File: src/design/csje_pkg.sv
package csje_pkg;

    // Field widths fixed by the interface
    localparam int KIND_W       = 4;
    localparam int LEN_W        = 28;
    localparam int OVH_OUT_W    = 32;
    localparam int JCNT_W       = 16;
    localparam int MIN_OVH_W    = 32;
    localparam int MIN_JCNT_W   = 16;
    localparam int CFG_DATA_W   = 32;
    localparam int CFG_IDX_W    = 1;

    // Defaults for the top-level parameters
    localparam int DEF_LENGTH_BITS   = 28;
    localparam int DEF_OVERHANG_BITS = 32;
    localparam int DEF_QUEUE_DEPTH   = 4;

    // Reset values of the configuration registers
    localparam logic [MIN_OVH_W-1:0]  MIN_OVH_RST  = 32'd8;
    localparam logic [MIN_JCNT_W-1:0] MIN_JCNT_RST = 16'd2;

    // CIGAR operation codes that matter here; everything else is ignored
    localparam logic [KIND_W-1:0] KIND_MATCH = 4'd0;
    localparam logic [KIND_W-1:0] KIND_INS   = 4'd1;
    localparam logic [KIND_W-1:0] KIND_DEL   = 4'd2;
    localparam logic [KIND_W-1:0] KIND_SKIP  = 4'd3;

    localparam logic REC_JUNCTION = 1'b0;
    localparam logic REC_SUMMARY  = 1'b1;

    typedef enum logic [CFG_IDX_W-1:0] {
        CFG_MIN_OVERHANG  = 1'b0,
        CFG_MIN_JUNCTIONS = 1'b1
    } cfg_reg_e;

    typedef struct packed {
        logic [KIND_W-1:0] kind;
        logic [LEN_W-1:0]  op_length;
        logic              last_op;
    } in_item_t;

    typedef struct packed {
        logic                 record_type;
        logic [OVH_OUT_W-1:0] left_overhang;
        logic [LEN_W-1:0]     intron_length;
        logic [OVH_OUT_W-1:0] right_overhang;
        logic                 short_overhang;
        logic [JCNT_W-1:0]    junction_count;
        logic                 spliced;
        logic                 rejected;
        logic                 any_short;
        logic                 too_many;
        logic                 last;
    } out_item_t;

    typedef struct packed {
        logic [OVH_OUT_W-1:0] left;
        logic [LEN_W-1:0]     intron;
        logic [OVH_OUT_W-1:0] right;
        logic                 short_ovh;
    } junc_t;

    typedef struct packed {
        logic [JCNT_W-1:0] count;
        logic              spliced;
        logic              rejected;
        logic              any_short;
        logic              too_many;
    } summ_t;

    // One classified op: up to two junction records and a summary
    typedef struct packed {
        logic  j0_en;
        logic  j1_en;
        logic  summ_en;
        junc_t j0;
        junc_t j1;
        summ_t summ;
    } cmd_t;

endpackage

File: src/design/cigar_splice_junction_extractor_top.sv
// CIGAR splice junction extractor. Feed the CIGAR ops of one aligned read
// per beat on s_, with last_op set on the read's final op. Match lengths are
// summed (saturating) between skips; each skip closes a junction whose record
// (left overhang, intron length, right overhang, short flag) comes out on m_
// once its right overhang is known, i.e. at the next skip or at the read's
// last op, followed there by a read summary. Insertions and deletions reject
// the read; junction records already sent for a rejected read are void, as
// the summary says. Clips, pad, eq, diff and unused codes are ignored.
// Rate: one op accepted per cycle. Each op becomes 0 to 3 result beats; the
// result side sends one beat per cycle while m_ready is high, so ops yielding
// two or three beats hold the back end, and a QUEUE_DEPTH-entry command
// queue between front and back absorbs such bursts. s_ready drops only when
// that queue is full. An op's results pass through that queue and then the
// output register on their way to m_. Config (min_overhang at index 0,
// reset 8; min_junctions at index 1, reset 2) is written through the cfg_
// port and must only change between reads while the block is idle.
module cigar_splice_junction_extractor_top #(
    parameter int LENGTH_BITS   = csje_pkg::DEF_LENGTH_BITS,
    parameter int OVERHANG_BITS = csje_pkg::DEF_OVERHANG_BITS,
    parameter int QUEUE_DEPTH   = csje_pkg::DEF_QUEUE_DEPTH
) (
    input  logic                            aclk,
    input  logic                            aresetn,
    // Configuration write port
    input  logic                            cfg_wr_en,
    input  logic [csje_pkg::CFG_IDX_W-1:0]  cfg_index,
    input  logic [csje_pkg::CFG_DATA_W-1:0] cfg_wr_data,
    // CIGAR op beats in
    input  logic                            s_valid,
    output logic                            s_ready,
    input  csje_pkg::in_item_t              s_item,
    // Junction and summary beats out
    output logic                            m_valid,
    input  logic                            m_ready,
    output csje_pkg::out_item_t             m_item
);
    import csje_pkg::*;

    logic q_full;
    logic q_push;
    cmd_t q_cmd;
    logic q_pop;
    logic head_valid;
    cmd_t head_cmd;

    // Front: config registers, per-read state, op classification
    csje_front #(
        .LENGTH_BITS   (LENGTH_BITS),
        .OVERHANG_BITS (OVERHANG_BITS)
    ) u_front (
        .aclk        (aclk),
        .aresetn     (aresetn),
        .cfg_wr_en   (cfg_wr_en),
        .cfg_index   (cfg_index),
        .cfg_wr_data (cfg_wr_data),
        .s_valid     (s_valid),
        .s_ready     (s_ready),
        .s_item      (s_item),
        .q_full      (q_full),
        .q_push      (q_push),
        .q_cmd       (q_cmd)
    );

    // Commands waiting for the back end; ops with no result are not queued
    csje_queue #(
        .DEPTH (QUEUE_DEPTH)
    ) u_queue (
        .aclk       (aclk),
        .aresetn    (aresetn),
        .push       (q_push),
        .push_cmd   (q_cmd),
        .full       (q_full),
        .pop        (q_pop),
        .head_valid (head_valid),
        .head_cmd   (head_cmd)
    );

    // Back: expands a command into its beats behind an output register
    csje_back u_back (
        .aclk       (aclk),
        .aresetn    (aresetn),
        .head_valid (head_valid),
        .head_cmd   (head_cmd),
        .pop        (q_pop),
        .m_valid    (m_valid),
        .m_ready    (m_ready),
        .m_item     (m_item)
    );

endmodule

File: src/design/csje_front.sv
module csje_front #(
    parameter int LENGTH_BITS   = csje_pkg::DEF_LENGTH_BITS,
    parameter int OVERHANG_BITS = csje_pkg::DEF_OVERHANG_BITS
) (
    input  logic                                aclk,
    input  logic                                aresetn,
    input  logic                                cfg_wr_en,
    input  logic [csje_pkg::CFG_IDX_W-1:0]      cfg_index,
    input  logic [csje_pkg::CFG_DATA_W-1:0]     cfg_wr_data,
    input  logic                                s_valid,
    output logic                                s_ready,
    input  csje_pkg::in_item_t                  s_item,
    input  logic                                q_full,
    output logic                                q_push,
    output csje_pkg::cmd_t                      q_cmd
);
    import csje_pkg::*;

    localparam int SUM_W = ((OVERHANG_BITS > LEN_W) ? OVERHANG_BITS : LEN_W) + 1;
    localparam int CMP_W = (OVERHANG_BITS > MIN_OVH_W) ? OVERHANG_BITS : MIN_OVH_W;
    localparam logic [LEN_W-1:0] LenMask =
        (LENGTH_BITS >= LEN_W) ? {LEN_W{1'b1}} : LEN_W'((64'd1 << LENGTH_BITS) - 64'd1);
    localparam logic [OVERHANG_BITS-1:0] OvhMax = {OVERHANG_BITS{1'b1}};
    localparam logic [JCNT_W-1:0] JcntMax = {JCNT_W{1'b1}};

    logic [MIN_OVH_W-1:0]     min_ovh_reg;
    logic [MIN_JCNT_W-1:0]    min_jcnt_reg;

    logic [OVERHANG_BITS-1:0] accum_reg, accum_next;
    logic [OVERHANG_BITS-1:0] pend_left_reg, pend_left_next;
    logic [LEN_W-1:0]         pend_intron_reg, pend_intron_next;
    logic                     pend_valid_reg, pend_valid_next;
    logic                     rejected_reg, rejected_next;
    logic                     short_seen_reg, short_seen_next;
    logic [JCNT_W-1:0]        jcnt_reg, jcnt_next;

    logic [LEN_W-1:0]         len;
    logic                     is_match, is_indel, is_skip;
    logic [SUM_W-1:0]         sum;
    logic [OVERHANG_BITS-1:0] accum_sat;
    logic                     prev_en, last_en;
    logic                     sh_prev, sh_last;
    logic                     spliced;
    logic                     accept;

    function automatic logic below_min(logic [OVERHANG_BITS-1:0] v,
                                       logic [MIN_OVH_W-1:0] m);
        return CMP_W'(v) < CMP_W'(m);
    endfunction

    // Configuration registers
    always_ff @(posedge aclk) begin
        if (!aresetn) begin
            min_ovh_reg  <= MIN_OVH_RST;
            min_jcnt_reg <= MIN_JCNT_RST;
        end else if (cfg_wr_en) begin
            unique case (cfg_reg_e'(cfg_index))
                CFG_MIN_OVERHANG:  min_ovh_reg  <= cfg_wr_data[MIN_OVH_W-1:0];
                CFG_MIN_JUNCTIONS: min_jcnt_reg <= cfg_wr_data[MIN_JCNT_W-1:0];
            endcase
        end
    end

    assign s_ready = !q_full;
    assign accept  = s_valid && s_ready;

    always_comb begin
        len      = s_item.op_length & LenMask;
        is_match = !rejected_reg && (s_item.kind == KIND_MATCH);
        is_indel = !rejected_reg && ((s_item.kind == KIND_INS) || (s_item.kind == KIND_DEL));
        is_skip  = !rejected_reg && (s_item.kind == KIND_SKIP);

        sum       = SUM_W'(accum_reg) + SUM_W'(len);
        accum_sat = (sum > SUM_W'(OvhMax)) ? OvhMax : sum[OVERHANG_BITS-1:0];

        // State after this op, before any end-of-read clear
        accum_next       = is_match ? accum_sat : (is_skip ? '0 : accum_reg);
        pend_left_next   = is_skip ? accum_reg : pend_left_reg;
        pend_intron_next = is_skip ? len : pend_intron_reg;
        pend_valid_next  = is_skip ? 1'b1 : (is_indel ? 1'b0 : pend_valid_reg);
        rejected_next    = rejected_reg || is_indel;
        jcnt_next        = (is_skip && (jcnt_reg != JcntMax)) ? jcnt_reg + 1'b1 : jcnt_reg;

        // Skip closes the previous junction; read end closes the pending one
        prev_en = is_skip && pend_valid_reg;
        last_en = s_item.last_op && pend_valid_next && !rejected_next;
        sh_prev = below_min(pend_left_reg, min_ovh_reg) || below_min(accum_reg, min_ovh_reg);
        sh_last = below_min(pend_left_next, min_ovh_reg) || below_min(accum_next, min_ovh_reg);
        short_seen_next = short_seen_reg || (prev_en && sh_prev) || (last_en && sh_last);

        spliced = (jcnt_next != '0) && !rejected_next;

        q_cmd.j0_en   = prev_en || last_en;
        q_cmd.j1_en   = prev_en && last_en;
        q_cmd.summ_en = s_item.last_op;

        q_cmd.j1.left      = OVH_OUT_W'(pend_left_next);
        q_cmd.j1.intron    = pend_intron_next;
        q_cmd.j1.right     = OVH_OUT_W'(accum_next);
        q_cmd.j1.short_ovh = sh_last;

        if (prev_en) begin
            q_cmd.j0.left      = OVH_OUT_W'(pend_left_reg);
            q_cmd.j0.intron    = pend_intron_reg;
            q_cmd.j0.right     = OVH_OUT_W'(accum_reg);
            q_cmd.j0.short_ovh = sh_prev;
        end else begin
            q_cmd.j0 = q_cmd.j1;
        end

        q_cmd.summ.count     = rejected_next ? '0 : jcnt_next;
        q_cmd.summ.spliced   = spliced;
        q_cmd.summ.rejected  = rejected_next;
        q_cmd.summ.any_short = spliced && short_seen_next;
        q_cmd.summ.too_many  = spliced && (jcnt_next >= min_jcnt_reg);

        q_push = accept && (q_cmd.j0_en || q_cmd.summ_en);
    end

    // Per-read state
    always_ff @(posedge aclk) begin
        if (!aresetn || (accept && s_item.last_op)) begin
            accum_reg       <= '0;
            pend_left_reg   <= '0;
            pend_intron_reg <= '0;
            pend_valid_reg  <= 1'b0;
            rejected_reg    <= 1'b0;
            short_seen_reg  <= 1'b0;
            jcnt_reg        <= '0;
        end else if (accept) begin
            accum_reg       <= accum_next;
            pend_left_reg   <= pend_left_next;
            pend_intron_reg <= pend_intron_next;
            pend_valid_reg  <= pend_valid_next;
            rejected_reg    <= rejected_next;
            short_seen_reg  <= short_seen_next;
            jcnt_reg        <= jcnt_next;
        end
    end

endmodule

File: src/design/csje_queue.sv
module csje_queue #(
    parameter int DEPTH = csje_pkg::DEF_QUEUE_DEPTH
) (
    input  logic           aclk,
    input  logic           aresetn,
    input  logic           push,
    input  csje_pkg::cmd_t push_cmd,
    output logic           full,
    input  logic           pop,
    output logic           head_valid,
    output csje_pkg::cmd_t head_cmd
);
    import csje_pkg::*;

    localparam int PTR_W = (DEPTH > 1) ? $clog2(DEPTH) : 1;
    localparam int CNT_W = $clog2(DEPTH + 1);
    localparam logic [PTR_W-1:0] LastPtr = PTR_W'(DEPTH - 1);
    localparam logic [CNT_W-1:0] FullCnt = CNT_W'(DEPTH);

    cmd_t             slot_reg [DEPTH];
    logic [PTR_W-1:0] wr_ptr_reg, rd_ptr_reg;
    logic [CNT_W-1:0] cnt_reg;

    assign full       = (cnt_reg == FullCnt);
    assign head_valid = (cnt_reg != '0);
    assign head_cmd   = slot_reg[rd_ptr_reg];

    always_ff @(posedge aclk) begin
        if (push) begin
            slot_reg[wr_ptr_reg] <= push_cmd;
        end
    end

    always_ff @(posedge aclk) begin
        if (!aresetn) begin
            wr_ptr_reg <= '0;
            rd_ptr_reg <= '0;
            cnt_reg    <= '0;
        end else begin
            if (push) begin
                wr_ptr_reg <= (wr_ptr_reg == LastPtr) ? '0 : wr_ptr_reg + 1'b1;
            end
            if (pop) begin
                rd_ptr_reg <= (rd_ptr_reg == LastPtr) ? '0 : rd_ptr_reg + 1'b1;
            end
            case ({push, pop})
                2'b10:   cnt_reg <= cnt_reg + 1'b1;
                2'b01:   cnt_reg <= cnt_reg - 1'b1;
                default: cnt_reg <= cnt_reg;
            endcase
        end
    end

endmodule

File: src/design/csje_back.sv
module csje_back (
    input  logic                aclk,
    input  logic                aresetn,
    input  logic                head_valid,
    input  csje_pkg::cmd_t      head_cmd,
    output logic                pop,
    output logic                m_valid,
    input  logic                m_ready,
    output csje_pkg::out_item_t m_item
);
    import csje_pkg::*;

    // done_reg marks beats of the head command already sent: {summary, j1, j0}
    logic [2:0] done_reg;
    logic [2:0] pend, sel, remain;
    logic       m_valid_reg;
    out_item_t  m_item_reg;
    out_item_t  beat;
    logic       load;

    always_comb begin
        pend   = {head_cmd.summ_en, head_cmd.j1_en, head_cmd.j0_en} & ~done_reg;
        sel    = pend & (~pend + 3'd1);
        remain = pend & ~sel;

        beat = '0;
        case (sel)
            3'b001: begin
                beat.record_type    = REC_JUNCTION;
                beat.left_overhang  = head_cmd.j0.left;
                beat.intron_length  = head_cmd.j0.intron;
                beat.right_overhang = head_cmd.j0.right;
                beat.short_overhang = head_cmd.j0.short_ovh;
            end
            3'b010: begin
                beat.record_type    = REC_JUNCTION;
                beat.left_overhang  = head_cmd.j1.left;
                beat.intron_length  = head_cmd.j1.intron;
                beat.right_overhang = head_cmd.j1.right;
                beat.short_overhang = head_cmd.j1.short_ovh;
            end
            default: begin
                beat.record_type    = REC_SUMMARY;
                beat.junction_count = head_cmd.summ.count;
                beat.spliced        = head_cmd.summ.spliced;
                beat.rejected       = head_cmd.summ.rejected;
                beat.any_short      = head_cmd.summ.any_short;
                beat.too_many       = head_cmd.summ.too_many;
            end
        endcase
        beat.last = (remain == 3'b000);

        load = head_valid && (!m_valid_reg || m_ready);
        pop  = load && (remain == 3'b000);
    end

    always_ff @(posedge aclk) begin
        if (load) begin
            m_item_reg <= beat;
        end
    end

    always_ff @(posedge aclk) begin
        if (!aresetn) begin
            m_valid_reg <= 1'b0;
            done_reg    <= '0;
        end else begin
            if (load) begin
                m_valid_reg <= 1'b1;
                done_reg    <= pop ? 3'b000 : (done_reg | sel);
            end else if (m_ready) begin
                m_valid_reg <= 1'b0;
            end
        end
    end

    assign m_valid = m_valid_reg;
    assign m_item  = m_item_reg;

endmodule
File: config.mk
export PLATFORM = sky130hd
export DESIGN_NAME = cigar_splice_junction_extractor_top
export DESIGN_NICKNAME = d
export VERILOG_FILES = /design/src/design/csje_pkg.sv /design/src/design/cigar_splice_junction_extractor_top.sv /design/src/design/csje_front.sv /design/src/design/csje_queue.sv /design/src/design/csje_back.sv
export SDC_FILE = /design/constraint.sdc
export NUM_CORES = 1
export LEC_CHECK = 0
export BUFFER_PORTS_ARGS = -buffer_cell sky130_fd_sc_hd__buf_2
export CAP_MARGIN = 20
export CORE_ASPECT_RATIO = 0.6
export CORE_MARGIN = 2
export CORE_UTILIZATION = 35
export CTS_CLUSTER_DIAMETER = 150
export DETAILED_ROUTE_END_ITERATION = 8
export GPL_TIMING_DRIVEN = 0
export SLEW_MARGIN = 20
export SYNTH_ARGS = -nofsm -noshare
export SYNTH_HDL_FRONTEND = slang
export SYNTH_SLANG_ARGS = --single-unit
File: constraint.sdc
create_clock -name aclk -period 13.4 [get_ports aclk]
set_clock_uncertainty 0.2 [all_clocks]
set_input_delay 2.68 -clock aclk [delete_from_list [all_inputs] [get_ports aclk]]
set_output_delay 2.68 -clock aclk [all_outputs]
set_load 0.1 [all_outputs]
### After elaboration in Yosys (flattened, before gate mapping)

Memories as Yosys holds them, arrays and structs flattened. A register that Yosys moved wholly into a read port is not among the register bits.
Index checks and enable logic that the tools add are counted.

* bits in registers: 285
* bits in writable memories: 836
* input port bits: 71
* memories kept: 1
* output and inout bits: 117

Memories
* u_queue.slot_reg: words 4, width 209, read ports 1, clocked after memory_dff 1, write ports 1, RTL line csje_queue.sv:20 `cmd_t slot_reg [DEPTH];`

* order comparisons: 6
* reduce and logical (&&, ||, !) cells: 42
* eq/ne operators: 11
* add/sub/neg operators: 7
* bitwise gates (word level): 8
* muxes and demuxes: 22

Operators by type and width (number)
* $pmux 93 s2: 1
* $lt 32x32->1: 4
* $mux 32: 4
* $mux 93: 1
* $add 32x28->33: 1
* $gt 33x32->1 const B: 1
* $mux 16: 2
* $mux 28: 1
* $logic_and 1x1->1: 18
* $add 16x1->16 const B: 1
* $ge 16x16->1: 1
* $ne 16x16->1 const B: 1
* $reduce_bool 16->1: 1
* $logic_or 1x1->1: 10
* $and 3x3->3: 3
* $not 3->3: 3
* $eq 4x2->1 const B: 2
* $mux 2: 4
* $mux 1: 7
* $add 3x1->3 const B: 2
* $eq 2x2->1 const B: 3
* $pmux 3 s2: 1
* $logic_not 1->1: 5
* $add 2x1->2 const B: 2
* 15 further kinds: 17

### Logic depth before layout (Yosys ltp)

* depth in word-level cells: 12
* depth in mapped cells: 23
* mapped depth without buffers: 22

### Hierarchy

Synthesis repeated with hierarchy kept, for this count alone.

* cells, all modules: 3228
* area, all modules: 48840.6 um2

Modules (own cells, without submodules)
* csje_queue: times used 1, cells an instance 1138, area an instance 30568.1 um2
* csje_front: times used 1, cells an instance 1811, area an instance 13484.2 um2
* csje_back: times used 1, cells an instance 279, area an instance 4788.3 um2

### Least setup slack after synthesis

No wires, ideal clock.

* path type: input -> register
* start point: input m_ready
* end point: register u_queue.cnt_reg[2]
* setup slack: 2.535 ns
* library setup time: 0.076 ns
* stages on the path: 10
* arrival time: 10.590 ns
* cell sequence: inv_1 -> a21oi_1 -> nand2_1 -> inv_1 -> ha_1 -> inv_1 -> fa_1 -> xor2_1 -> or3_1 -> a21boi_0

* longest elaborated chain between the ends: 5
* elaborated cells on any way between the ends: 7

Ends and longest elaborated chain
* start: declaration: RTL line cigar_splice_junction_extractor_top.sv:34 `input logic m_ready,`
* $logic_or 1x1->1 (*): RTL line csje_back.sv:53 `load = head_valid && (!m_valid_reg || m_ready);`
* $logic_and 1x1->1 (*): RTL line csje_back.sv:53
* net u_back.load: RTL line csje_back.sv:19 `logic load;`
* $logic_and 1x1->1 (*): RTL line csje_back.sv:54 `pop = load && (remain == 3'b000);`
* net q_pop: RTL line cigar_splice_junction_extractor_top.sv:42 `logic q_pop;`
* $eq 2x1->1 / $eq 2x2->1 (equally long branches): RTL line csje_queue.sv:46 `case ({push, pop})`
* $pmux 3 s2 / $reduce_bool 2->1 (equally long branches)
* end signal: assignment: RTL line csje_queue.sv:47 `2'b10: cnt_reg <= cnt_reg + 1'b1;`
* end signal: assignment: RTL line csje_queue.sv:48 `2'b01: cnt_reg <= cnt_reg - 1'b1;`
* end signal: assignment: RTL line csje_queue.sv:49 `default: cnt_reg <= cnt_reg;`
* end: declaration: RTL line csje_queue.sv:22 `logic [CNT_W-1:0] cnt_reg;`

The timed path passes the listed nets; every way through them passes the cells marked *.
A chain may end at the register's enable or synchronous reset.

==> flow_summary.ini <==
[status]
status = complete, no violations

[logic_synthesis]
async_flop_share_pct = 0
synth_top_area_share_pct = 59.0
synth_area_leaders = edfxtp_1 59%, mux4_2 9.7%, dfxtp_1 7.1%
syn_avg_cell_area_um2 = 15.1
syn_area_mm2 = 0.0484
ys_ff_latch = 1123
synth_edf_count = 951
synth_area_leader_cell = edfxtp_1
yosys_warnings = 0
synthesis.instances = 3199
synth_ff_type = edfxtp_1
ys_types = 73
syn_nets = 3447
ys_seq_area_share_pct = 66.1

[placed_design]
post-place-ws_ns = 3.62
dp_hpwl_um = 107000
globalplace.congestion = 0.956
port_buffers = 187

[route]
wirelength_um = 148000
wire_per_inst_um = 27.1
ant_nets = 0
drtPass1Iterations = 6
drc = 0
vias = 30200
viasPerCell = 5.55
detail_route.iter0.violations = 4198

[clocking]
insertion_delay_ns = 0.74
hold_buffers = 0
cts_made_buffers = 104
cts-root-buf = clkbuf_16
clkSinkCount = 1123
path_clk_slew_ns = 0.06
clock_path_buffers = 3
cts_max_level = 3
post_cts_resized = 0
cts_tree = yes
post_cts_buffers = 0

[setup_path]
r2r_cells = 22
crit_path_top_delay_cell = o21ai_0
critPathKind = input pin to flip-flop
rr_startpoint = u_front.accum_reg[0]$_SDFFE_PP0P_
worst_r2r_endpoint = u_queue.slot_reg[1][113]$_DFFE_PP_
endpoint_kind = flip-flop
cp_slowest_stage_delay_ns = 0.90
path_buf_inv = 3
crit_top_cell = nor2_1
crit_family = compound AO/OA/AOI/OAI gates
crit_chain = buf_2 > ha_1 > inv_1 > fa_1 > nand2b_1 > a21o_1 > a31oi_2 > a21oi_1 > o211ai_1 > and2_1 > clkbuf_1 > nor2_1 > o21ai_0 > ha_1 > nand3_1 > o22ai_1 > nor2_1 > o22ai_1 > or4_1 > a2111o_1 > nand3_1 > nor2_1 > nor2_1
cp.required_ns = 13.62
cp.arrival_ns = 9.49
cp-startpoint = s_item[1]
ff2ff_setup_slack_ns = 5.68
crit_fanout = 10
start_kind = input pin

[cells_and_area]
syn2layout_area_growth_pct = 15.7
final_nets = 3772
drive_above_1_share_pct = 18.0
largest_reg_flops = 836

[timing]
worstMarginPinSlew_ns = 1.28
setup_ws_ns = 4.13
rsz0062_at_grt = no
final.min_clock_period_ns = 9.27
hold_viol = 0
slew_headroom_pct = 14.0
period_share_pct = 69.2
setup_viol = 0
max_freq_mhz = 108
final.setup.tns_ns = 0
drv_slew = 0

[die]
die-area_mm2 = 0.141
placeableCoreArea_mm2 = 0.137
fp-row-count = 105
ios = 188
die-width_um = 484
start_util_pct = 35.3
die_y_um = 292

[global_routing]
grt_start_max_net_pins = 47
track_usage_pct = 20.6
grt.overflow.total = 0
antenna_found_initial = 17
grt_pass1_vias = 28500
grt_pass1_wl_um = 209000

[power_and_ir_drop]
ir_worst_vdd_mv = 0.200
leakagePower_uw = 0.0203
p_seq_share_pct = 38.6
sw_frac_of_total_pct = 38.2
combPwrFrac_pct = 34.2
p_clk_share_pct = 27.2
power_density_mw_per_mm2 = 205
power_switching_uw = 4400
power.internal_uw = 7110

[hold_path]
worstHoldStart = u_back.done_reg[2]$_SDFFE_PN0P_
hold_path.class = flip-flop to flip-flop
holdPathEnd = u_back.done_reg[2]$_SDFFE_PN0P_
holdPathStages = 2

[job]
maxCapViolations = 0
worst max-delay path by stage:
stage,cells after the start,end,slack (ns)
after floorplan,10,u_queue.cnt_reg[2]$_SDFFE_PN0P_,2.53
after global placement,11,u_queue.cnt_reg[2]$_SDFFE_PN0P_,-3.16
after detailed placement,20,u_queue.slot_reg[1][113]$_DFFE_PP_,3.62
after CTS,20,u_queue.slot_reg[1][113]$_DFFE_PP_,4.40
after global routing,22,u_queue.slot_reg[1][113]$_DFFE_PP_,3.89
final,23,u_queue.slot_reg[1][113]$_DFFE_PP_,4.13
synthesized netlist by cell type, drive strengths merged (35+ instances only):
| cell | number |
|---|---|
| edfxtp | 951 |
| nor2 | 239 |
| mux4 | 209 |
| nand2 | 197 |
| ha | 175 |
| dfxtp | 172 |
| a21oi | 161 |
| clkbuf | 144 |
| inv | 137 |
| a22o | 97 |
| a211oi | 73 |
| a21o | 68 |
| mux2i | 65 |
| o21ai | 59 |
| a21boi | 53 |
| nor2b | 40 |
| buf | 35 |
layout by cell type, fill, tap and decap left out, drive strengths merged, types with 143 or more instances in the layout:
cell	Yosys	final
inv	137	143
ha	175	175
a21oi	161	161
edfxtp	951	951
mux4	209	209
nand2	197	197
buf	35	253
clkbuf	144	281
dfxtp	172	172
nor2	239	239
through the flow:
step | utilization, % | instances | area (um^2) | hold WS [ns] | total power (uW)
global placement | 37.7 | 5205 | 51600 | 0.224 | 8470
detailed placement | 38.3 | 5235 | 52400 | 0.234 | 8460
CTS | 40.9 | 5433 | 56000 | 0.244 | 11600
finish | 40.9 | 5446 | 56000 | 0.245 | 11500
floorplan | - | 3199 | 48400 | 0.208 | 7350
global route | 40.9 | 5439 | 56000 | 0.288 | 11900
final cells by class:
cell class	instances	area (um^2)
Fill cell	12400	81000
Sequential cell	1123	32000
Multi-Input combinational cell	1760	15300
Clock buffer	136	2880
Tap cell	1819	2280
Timing Repair Buffer	219	1660
Buffer	179	729
Clock inverter	62	692
Inverter	137	514
Antenna cell	11	27.5
cell families (layout without fill, tap and decap cells):
group / after synthesis / count (layout) / share of synthesized area, %
other: 0 / 11 / 0
buffers and inverters: 316 / 733 / 2.53
XOR/XNOR: 60 / 60 / 1.09
flip-flops: 1123 / 1123 / 66.1
adder cells (fa/ha/maj): 178 / 178 / 4.62
AO/OA/AOI/OAI: 617 / 617 / 8.81
AND/OR/NAND/NOR: 631 / 631 / 5.81
multiplexers: 274 / 274 / 11.1
power by group through the flow:
stage	sequential (uW)	combinational, uW	clock (uW)
5_1_grt	4480	4140	3320
2_1_floorplan	5920	1430	0
6_report	4440	3940	3130
3_5_place_dp	4520	3940	0
4_1_cts	4450	3950	3190
3_3_place_gp	4660	3810	0
routing by layer:
layer  vias up  track usage, %  wire length (um)
met3       199            6.63             17100
met1     15400            31.2             67300
li1      13100               -                 -
met2      1512            27.8             59800
met4         2            5.55              3580
met5         -               0                19
worst register-to-register path, delay by kind of cell (launching register included):
kind,cells,cell delay (ns)
adder cells (fa/ha/maj),3,1.07
flip-flops,1,0.53
AO/OA/AOI/OAI,8,2.64
buffers and inverters,2,0.49
AND/OR/NAND/NOR,9,2.48
Note: power is estimated with default switching activity, not from simulation.
